===== config.mk =====
export PLATFORM = sky130hd
export DESIGN_NAME = grid_convex_corner_detect_top
export DESIGN_NICKNAME = d
export VERILOG_FILES = /design/src/hw/rtl/gccd_pkg.sv /design/src/hw/rtl/gccd_ram.sv /design/src/hw/rtl/gccd_scan.sv /design/src/hw/rtl/gccd_window.sv /design/src/hw/rtl/grid_convex_corner_detect_top.sv
export SDC_FILE = /design/constraint.sdc
export NUM_CORES = 2
export LEC_CHECK = 0
export BUFFER_PORTS_ARGS = -buffer_cell sky130_fd_sc_hd__buf_2
export CAP_MARGIN = 20
export CORE_MARGIN = 2
export CORE_UTILIZATION = 25
export CTS_CLUSTER_SIZE = 16
export DETAILED_ROUTE_END_ITERATION = 12
export PLACE_DENSITY = 0.41
export SLEW_MARGIN = 20
export SYNTH_ARGS = -nofsm -noshare
export SYNTH_HDL_FRONTEND = slang
export SYNTH_SLANG_ARGS = --single-unit

===== constraint.sdc =====
create_clock -name clk -period 5.6 [get_ports clk]
set_clock_uncertainty 0.05 [all_clocks]
set_input_delay 0.84 -clock clk [delete_from_list [all_inputs] [get_ports clk]]
set_output_delay 0.84 -clock clk [all_outputs]
set_load 0.03 [all_outputs]

===== src/hw/rtl/gccd_pkg.sv =====
// shared constants and types for the grid convex corner detector
`timescale 1ns / 1ps
`default_nettype none
package gccd_pkg;

  // default grid limits
  localparam int unsigned GCCD_MAX_ROWS = 1024;
  localparam int unsigned GCCD_MAX_COLS = 1024;

  // configuration port
  localparam int unsigned CFG_W     = 11;
  localparam int unsigned CFG_IDX_W = 4;
  localparam logic [CFG_W-1:0] CFG_DIM_RESET = 11'd1024;

  // register indexes
  typedef enum logic [CFG_IDX_W-1:0] {
    REG_GRID_COLUMNS = 4'd0,
    REG_GRID_ROWS    = 4'd1
  } gccd_reg_t;

  // result coordinate width
  localparam int unsigned OUT_W = 10;

  // scan control towards the window stage
  typedef struct packed {
    logic accept;   // input transfer this cycle
    logic restart;  // configuration write, scan starts over
  } gccd_ctl_t;

endpackage
`default_nettype wire


===== src/hw/rtl/gccd_ram.sv =====
// generic single-clock ram with one write port and one registered read port
`timescale 1ns / 1ps
`default_nettype none
module gccd_ram #(
  parameter int unsigned WIDTH = 1,
  parameter int unsigned DEPTH = 1024
) (
  input  wire logic                     clk,
  input  wire logic                     we,
  input  wire logic [$clog2(DEPTH)-1:0] waddr,
  input  wire logic [WIDTH-1:0]         wdata,
  input  wire logic                     re,
  input  wire logic [$clog2(DEPTH)-1:0] raddr,
  output logic      [WIDTH-1:0]         rdata
);

  logic [WIDTH-1:0] mem_r [DEPTH];

  // read-first: a read and write to one address returns the old word
  always_ff @(posedge clk) begin
    if (we) begin
      mem_r[waddr] <= wdata;
    end
    if (re) begin
      rdata <= mem_r[raddr];
    end
  end

endmodule
`default_nettype wire


===== src/hw/rtl/gccd_scan.sv =====
// configuration registers, dimension clamping and grid position counters
`timescale 1ns / 1ps
`default_nettype none
module gccd_scan #(
  parameter int unsigned MAX_ROWS = gccd_pkg::GCCD_MAX_ROWS,
  parameter int unsigned MAX_COLS = gccd_pkg::GCCD_MAX_COLS
) (
  input  wire logic                                clk,
  input  wire logic                                rst_n,
  input  wire logic                                cfg_we,
  input  wire logic [gccd_pkg::CFG_IDX_W-1:0]      cfg_index,
  input  wire logic [gccd_pkg::CFG_W-1:0]          cfg_wdata,
  input  wire logic                                accept,
  output logic      [$clog2(MAX_COLS)-1:0]         col,
  output logic      [$clog2(MAX_ROWS)-1:0]         row,
  output gccd_pkg::gccd_ctl_t                      ctl
);
  import gccd_pkg::*;

  localparam int unsigned CW   = $clog2(MAX_COLS);
  localparam int unsigned RW   = $clog2(MAX_ROWS);
  localparam int unsigned CLW0 = $clog2(MAX_COLS + 1);
  localparam int unsigned RLW0 = $clog2(MAX_ROWS + 1);
  localparam int unsigned CLW  = (CLW0 > CFG_W) ? CLW0 : CFG_W;
  localparam int unsigned RLW  = (RLW0 > CFG_W) ? RLW0 : CFG_W;

  logic [CFG_W-1:0] cols_cfg_r, rows_cfg_r;
  logic [CW-1:0]    col_r, col_nxt;
  logic [RW-1:0]    row_r, row_nxt;
  logic [CLW-1:0]   cols_ext, cols_eff, col_inc;
  logic [RLW-1:0]   rows_ext, rows_eff, row_inc;

  always_ff @(posedge clk) begin
    if (!rst_n) begin
      cols_cfg_r <= CFG_DIM_RESET;
      rows_cfg_r <= CFG_DIM_RESET;
    end else if (cfg_we) begin
      unique case (cfg_index)
        REG_GRID_COLUMNS: cols_cfg_r <= cfg_wdata;
        REG_GRID_ROWS:    rows_cfg_r <= cfg_wdata;
        default: ;
      endcase
    end
  end

  // saturate into 2..max
  always_comb begin
    cols_ext = CLW'(cols_cfg_r);
    rows_ext = RLW'(rows_cfg_r);
    if (cols_ext < CLW'(2))             cols_eff = CLW'(2);
    else if (cols_ext > CLW'(MAX_COLS)) cols_eff = CLW'(MAX_COLS);
    else                                cols_eff = cols_ext;
    if (rows_ext < RLW'(2))             rows_eff = RLW'(2);
    else if (rows_ext > RLW'(MAX_ROWS)) rows_eff = RLW'(MAX_ROWS);
    else                                rows_eff = rows_ext;
  end

  always_comb begin
    col_inc = CLW'(col_r) + CLW'(1);
    row_inc = RLW'(row_r) + RLW'(1);
    col_nxt = col_r;
    row_nxt = row_r;
    if (row_inc >= rows_eff) begin
      row_nxt = '0;
      col_nxt = (col_inc >= cols_eff) ? '0 : CW'(col_inc);
    end else begin
      row_nxt = RW'(row_inc);
    end
  end

  always_ff @(posedge clk) begin
    if (!rst_n || cfg_we) begin
      col_r <= '0;
      row_r <= '0;
    end else if (accept) begin
      col_r <= col_nxt;
      row_r <= row_nxt;
    end
  end

  assign col         = col_r;
  assign row         = row_r;
  assign ctl.accept  = accept;
  assign ctl.restart = cfg_we;

endmodule
`default_nettype wire


===== src/hw/rtl/gccd_window.sv =====
// 2x2 window stage register, corner evaluation and result register
`timescale 1ns / 1ps
`default_nettype none
module gccd_window #(
  parameter int unsigned MAX_ROWS = gccd_pkg::GCCD_MAX_ROWS,
  parameter int unsigned MAX_COLS = gccd_pkg::GCCD_MAX_COLS
) (
  input  wire logic                          clk,
  input  wire logic                          rst_n,
  input  wire gccd_pkg::gccd_ctl_t           ctl,
  input  wire logic                          in_occupied,
  input  wire logic [$clog2(MAX_COLS)-1:0]   col,
  input  wire logic [$clog2(MAX_ROWS)-1:0]   row,
  input  wire logic                          line_rdata,
  output logic                               in_ready,
  input  wire logic                          out_ready,
  output logic                               out_valid,
  output logic      [gccd_pkg::OUT_W-1:0]    out_corner_col,
  output logic      [gccd_pkg::OUT_W-1:0]    out_corner_row
);
  import gccd_pkg::*;

  localparam int unsigned CW = $clog2(MAX_COLS);
  localparam int unsigned RW = $clog2(MAX_ROWS);

  logic          s1_valid_r;
  logic          s1_occ_r;
  logic [CW-1:0] s1_col_r;
  logic [RW-1:0] s1_row_r;
  logic          held_cur_r, held_prev_r;
  logic          out_valid_r;
  logic [OUT_W-1:0] corner_col_r, corner_row_r;

  logic          out_free, s1_adv, hit, one_hot;
  logic          cell00, cell01, cell10, cell11;
  logic [CW-1:0] col_sel;
  logic [RW-1:0] row_sel;
  logic [31:0]   col_ext, row_ext;

  assign out_free = !out_valid_r || out_ready;
  assign s1_adv   = s1_valid_r && out_free;
  assign in_ready = !s1_valid_r || out_free;

  assign cell00 = held_prev_r;
  assign cell10 = held_cur_r;
  assign cell01 = line_rdata;
  assign cell11 = s1_occ_r;

  always_comb begin
    one_hot = ({1'b0, cell00} + {1'b0, cell01} + {1'b0, cell10} + {1'b0, cell11}) == 2'd1;
    hit     = one_hot && (s1_col_r != '0) && (s1_row_r != '0);
    // free cell opposite the occupied one
    col_sel = s1_col_r;
    row_sel = s1_row_r;
    if (cell11) begin
      col_sel = s1_col_r - CW'(1);
      row_sel = s1_row_r - RW'(1);
    end else if (cell10) begin
      col_sel = s1_col_r - CW'(1);
    end else if (cell01) begin
      row_sel = s1_row_r - RW'(1);
    end
    col_ext = 32'(col_sel);
    row_ext = 32'(row_sel);
  end

  always_ff @(posedge clk) begin
    if (!rst_n) begin
      s1_valid_r <= 1'b0;
    end else if (ctl.accept) begin
      s1_valid_r <= 1'b1;
    end else if (s1_adv) begin
      s1_valid_r <= 1'b0;
    end
  end

  always_ff @(posedge clk) begin
    if (ctl.accept) begin
      s1_occ_r <= in_occupied;
      s1_col_r <= col;
      s1_row_r <= row;
    end
  end

  always_ff @(posedge clk) begin
    if (!rst_n || ctl.restart) begin
      held_cur_r  <= 1'b0;
      held_prev_r <= 1'b0;
    end else if (s1_adv) begin
      held_cur_r  <= cell11;
      held_prev_r <= cell01;
    end
  end

  always_ff @(posedge clk) begin
    if (!rst_n) begin
      out_valid_r <= 1'b0;
    end else if (s1_adv) begin
      out_valid_r <= hit;
    end else if (out_ready) begin
      out_valid_r <= 1'b0;
    end
  end

  always_ff @(posedge clk) begin
    if (s1_adv && hit) begin
      corner_col_r <= col_ext[OUT_W-1:0];
      corner_row_r <= row_ext[OUT_W-1:0];
    end
  end

  assign out_valid      = out_valid_r;
  assign out_corner_col = corner_col_r;
  assign out_corner_row = corner_row_r;

endmodule
`default_nettype wire


===== src/hw/rtl/grid_convex_corner_detect_top.sv =====
// top level of the grid convex corner detector
`timescale 1ns / 1ps
`default_nettype none
// Streams a binary occupancy grid one cell per transfer, column-major (all rows
// of column 0, then column 1, ...), and reports a convex corner node whenever
// the 2x2 window over columns c-1..c and rows r-1..r holds exactly one
// occupied cell: the result is the free cell diagonally opposite it. The block
// takes one cell every clock cycle; a completed window is held in the window
// stage and its result in the result register, and output back-pressure
// only stalls the input once both the window stage and the result register
// are full. That rate is set by the previous-column line buffer, a single
// ram of MAX_ROWS bits that is read and written once per cell at the cell's
// row (read-first). No clearing pass is needed after reset: any configuration
// write, to any index, restarts the scan at cell (0, 0), and the first column
// fills the buffer before it is ever used. Dimensions saturate into 2..MAX,
// and after the last cell of a frame the scan wraps to a new frame.
module grid_convex_corner_detect_top #(
  parameter int unsigned MAX_ROWS = gccd_pkg::GCCD_MAX_ROWS,
  parameter int unsigned MAX_COLS = gccd_pkg::GCCD_MAX_COLS
) (
  input  wire logic                            clk,
  input  wire logic                            rst_n,
  // configuration writes
  input  wire logic                            cfg_we,
  input  wire logic [gccd_pkg::CFG_IDX_W-1:0]  cfg_index,
  input  wire logic [gccd_pkg::CFG_W-1:0]      cfg_wdata,
  // cell input
  input  wire logic                            in_valid,
  output logic                                 in_ready,
  input  wire logic                            in_occupied,
  // corner results
  output logic                                 out_valid,
  input  wire logic                            out_ready,
  output logic      [gccd_pkg::OUT_W-1:0]      out_corner_col,
  output logic      [gccd_pkg::OUT_W-1:0]      out_corner_row
);
  import gccd_pkg::*;

  localparam int unsigned CW = $clog2(MAX_COLS);
  localparam int unsigned RW = $clog2(MAX_ROWS);

  logic          accept;
  logic [CW-1:0] col;
  logic [RW-1:0] row;
  logic          line_rdata;
  gccd_ctl_t     ctl;

  // input transfer
  assign accept = in_valid && in_ready;

  // position of the incoming cell and config registers
  gccd_scan #(
    .MAX_ROWS (MAX_ROWS),
    .MAX_COLS (MAX_COLS)
  ) u_scan (
    .clk       (clk),
    .rst_n     (rst_n),
    .cfg_we    (cfg_we),
    .cfg_index (cfg_index),
    .cfg_wdata (cfg_wdata),
    .accept    (accept),
    .col       (col),
    .row       (row),
    .ctl       (ctl)
  );

  // previous column: the old word at this row comes out as the left cell,
  // the new cell goes in its place in the same cycle
  gccd_ram #(
    .WIDTH (1),
    .DEPTH (MAX_ROWS)
  ) u_line_buf (
    .clk   (clk),
    .we    (accept),
    .waddr (row),
    .wdata (in_occupied),
    .re    (accept),
    .raddr (row),
    .rdata (line_rdata)
  );

  // window evaluation and result register
  gccd_window #(
    .MAX_ROWS (MAX_ROWS),
    .MAX_COLS (MAX_COLS)
  ) u_window (
    .clk            (clk),
    .rst_n          (rst_n),
    .ctl            (ctl),
    .in_occupied    (in_occupied),
    .col            (col),
    .row            (row),
    .line_rdata     (line_rdata),
    .in_ready       (in_ready),
    .out_ready      (out_ready),
    .out_valid      (out_valid),
    .out_corner_col (out_corner_col),
    .out_corner_row (out_corner_row)
  );

endmodule
`default_nettype wire


==> flow_summary_export.csv <==
group,metric,value,unit
setup_path,r2r_setup_slack,1160,ps
synthesis,seq_area_frac_synth,67.6,%
cts,cts_setup_buffers,0,
finish,drive_gt1_share,11.5,%
setup_path,r2r-end,"u_line_buf.rdata",
synthesis,synth_nets,3837,
pwr,leakage,16.1,nW
worst_hold_path,min_path_cells,3,
synthesis,ys_seq_elements,1112,
cts,tritoncts,"yes",
floorplanning,die_height,445,um
global_route,grt_max_degree,210,
worst_hold_path,hold_end,"u_scan.rows_cfg_r[10]",
sta,setup_viol,0,
synthesis,syn-instance-count,3785,
setup_path,r2r_start,"u_scan.row[0]",
finish,layout_common_cells,"nor2_1 (1097), edfxtp_1 (1066), mux2i_1 (474)",
setup_path,worst-path-max-fanout,34,
sta,period_needed,4440,ps
detailed_routing,drt-pass1-iter-count,5,
outcome,status,"finished clean",
cts,cts_inserted_buffers,134,
finish,syn2layout_area_growth,15.5,%
pwr,peakVddDrop,0.306,mV
placed_design,dp.final_hpwl,94.3,mm
detailed_routing,drt-wirelength-per-cell,26.0,um
floorplanning,core,194000,um^2
setup_path,cp-start-kind,"flop",
synthesis,synth_ff_type,"edfxtp_1",
cts,insertion_delay,790,ps
synthesis,synthesis.area,48700,um^2
placed_design,io_buffers,42,
global_route,grt_usage,16.6,%
sta,holdWs,253,ps
synthesis,ys_types,59,
floorplanning,start_util,25.1,%
sta,maxSlewHeadroom,26.8,%
floorplanning,num_rows,162,
synthesis,yosysWarnings,0,
detailed_routing,viasPerCell,4.81,
sta,hold_viol,0,
pwr,power.density,320,nW/um^2
synthesis,avgSynthCellArea,12.9,um^2
cts,clkSinkCount,1112,
sta,drv_slew,0,
sta,totalNegativeSetupSlack,0,ps
flow_run,drv_cap,0,
finish,layout_commonest_cell,"nor2_1",
global_route,antenna_found_initial,9,
setup_path,worst_path_max_delay_cell,"or4b_2",
synthesis,ys_async_sr_fraction,0,%
setup_path,cp-end-kind,"flop",
detailed_routing,drt_iter0_markers,2863,
sta,rsz0062_at_grt,"no",
setup_path,worstSetupPathType,"flop to flop",
detailed_routing,post-route-drc-count,0,
sta,max_freq,0.225,GHz
finish,fin_cells,6402,
cts,postCtsResizedCells,0,
placed_design,placed_cells,6165,
placed_design,gp_congestion,0.761,
global_route,gr-total-overflow,0,
floorplanning,fp.dieW,445,um
worst_hold_path,hp-start,"cfg_wdata[10]",
cts,clock-root-buffer,"clkbuf_16",
setup_path,worstPathArrival,4880,ps
finish,seq_area,32900,um^2
setup_path,critPathRequiredTime,6040,ps
worst_hold_path,min_path_type,"input pin to flop",
detailed_routing,drt-total-wl,166,mm
floorplanning,die_area,198000,um^2
setup_path,critPathMaxStageDelay,960,ps
sta,worstMarginPinSlew,1090,ps
synthesis,synth_edf_count,1066,
sta,timing.final.crit_share,79.3,%
cts,hold_buffers,0,
global_route,grt_pass1_wl,234,mm
setup_path,crit_path_cell_trace,"or4b_2, o22ai_1, or4_1, a2111oi_0, o211ai_1, o311a_1, o21ai_1, nand4_1",
setup_path,r2r_cells,8,
global_route,grt_pass1_vias,30472,
floorplanning,io_pins,43,
detailed_routing,drt.antenna.violating_nets,0,
cts,cts.path.max_buffers,3,
finish,final_net_count,3813,
finish,multi_input_area,14400,um^2
cts,clkTransAtPathRegs,60,ps
finish,nFillCells,19806,
detailed_routing,num_vias,30773,
cts,cts-htree-levels,4,
## Yosys cell counts, types with 2 or more instances
cell | instances | share of area (%)
a211oi_1 | 8 | 0.12
or4b_1 | 4 | 0.082
o22ai_1 | 190 | 2.4
a2111oi_0 | 2 | 0.036
mux2_2 | 3 | 0.069
nor3_1 | 39 | 0.40
a21o_1 | 4 | 0.062
a31o_2 | 2 | 0.036
buf_1 | 13 | 0.10
buf_4 | 44 | 0.68
nor2_1 | 1098 | 8.5
nand4_1 | 12 | 0.15
nor2b_1 | 34 | 0.44
edfxtp_1 | 1066 | 66
clkbuf_2 | 2 | 0.021
nand4b_1 | 7 | 0.13
and2_1 | 15 | 0.19
o2111ai_1 | 11 | 0.20
buf_6 | 7 | 0.16
or3_1 | 4 | 0.051
clkbuf_1 | 237 | 1.8
inv_1 | 16 | 0.12
ha_1 | 30 | 0.77
o21a_1 | 2 | 0.031
xor2_1 | 17 | 0.31
or4_1 | 8 | 0.12
nand2_1 | 104 | 0.80
and3_1 | 14 | 0.18
buf_2 | 33 | 0.34
a31oi_1 | 4 | 0.051
xnor2_1 | 20 | 0.36
mux4_2 | 32 | 1.5
dfxtp_1 | 46 | 1.9
nand3_1 | 39 | 0.40
o21ai_0 | 29 | 0.30
nor4_1 | 37 | 0.48
a21oi_1 | 17 | 0.17
a32o_1 | 8 | 0.16
nand4bb_1 | 6 | 0.14
mux2i_1 | 474 | 9.7
o211ai_1 | 9 | 0.14
o31ai_1 | 4 | 0.062
nor3b_1 | 7 | 0.11
nand2b_1 | 12 | 0.15
## cell families (layout without fill, tap and decap cells)
| group | Yosys count | in the layout | share of synthesized area, % |
|---|---|---|---|
| and+or+nand+nor | 1445 | 1445 | 12.4 |
| DFF | 1112 | 1112 | 67.6 |
| muxes | 509 | 509 | 11.3 |
| buffers and inverters | 353 | 426 | 3.26 |
| AOI/OAI and AO/OA | 298 | 298 | 3.96 |
| xor gates and xnor gates | 37 | 37 | 0.665 |
| adders and majority gates | 31 | 31 | 0.812 |
| other | 0 | 2 | 0 |
## layout make-up
type                            count  area share (%)
Clock inverter                     56           0.829
Sequential cell                  1112            58.5
Timing Repair Buffer              176            2.68
Inverter                           17           0.113
Multi-Input combinational cell   2320            25.6
Tap cell                         2542            5.65
Clock buffer                      177            6.59
Antenna cell                        2         0.00890
## report_power, final
part / internal (mW) / switching (mW)
logic: 0.112 / 0.293
registers: 9.13 / 0.0197
clock network: 4.92 / 3.54
total: 14.2 / 3.85
## critical path: cells and delay by family, from the launching register on
family	cells	cell delay, ps
compound gates	5	1730
flops	1	720
simple gates	3	1630
## state kept, by name (all words and copies together) (netlist names)
register	flops
u_window.s1_row_r	10
u_window.out_valid	1
u_window.cell10	1
u_window.out_corner_col	10
u_window.s1_col_r	10
u_line_buf.rdata	1
u_scan.cols_cfg_r	11
u_line_buf.mem_r	1024
u_window.out_corner_row	10
u_scan.rows_cfg_r	11
u_scan.col	10
u_window.s1_valid_r	1
u_scan.row	10
u_window.cell00	1
u_window.cell11	1
## per-layer routing
metal	GRT usage, %	routed length [um]	vias up	part of all wire [%]
li1	-	-	13665	-
met1	22.7	74900	16051	45
met2	27.1	79100	858	48
met3	2.80	8720	197	5.2
met4	4.20	3640	2	2.2
met5	0	14	-	0.0084
## worst max-delay path by stage
stage,start,to,slack [ps],cells after the start
3_5_place_dp,u_scan.row[0],u_line_buf.rdata,1100,8
5_1_grt,u_scan.row[0],u_line_buf.rdata,1010,9
4_1_cts,u_scan.row[0],u_line_buf.rdata,1070,8
6_report,u_scan.row[0],u_line_buf.rdata,1160,8
3_3_place_gp,u_scan.row[2],u_line_buf.rdata,1040,10
2_1_floorplan,u_window.cell11,u_window.out_corner_col[0],1790,7
## stage by stage
step	total power [mW]	area [um^2]	utilization [%]	worst slack [ps]
after floorplan	9.50	48700	-	1790
after global placement	9.73	52000	26.8	1040
after detailed placement	9.73	52000	26.8	1100
after CTS	18.2	56200	28.9	1070
after global routing	18.5	56300	29.0	1010
final	18.0	56300	29.0	1160
Note: power is estimated with default switching activity, not from simulation.
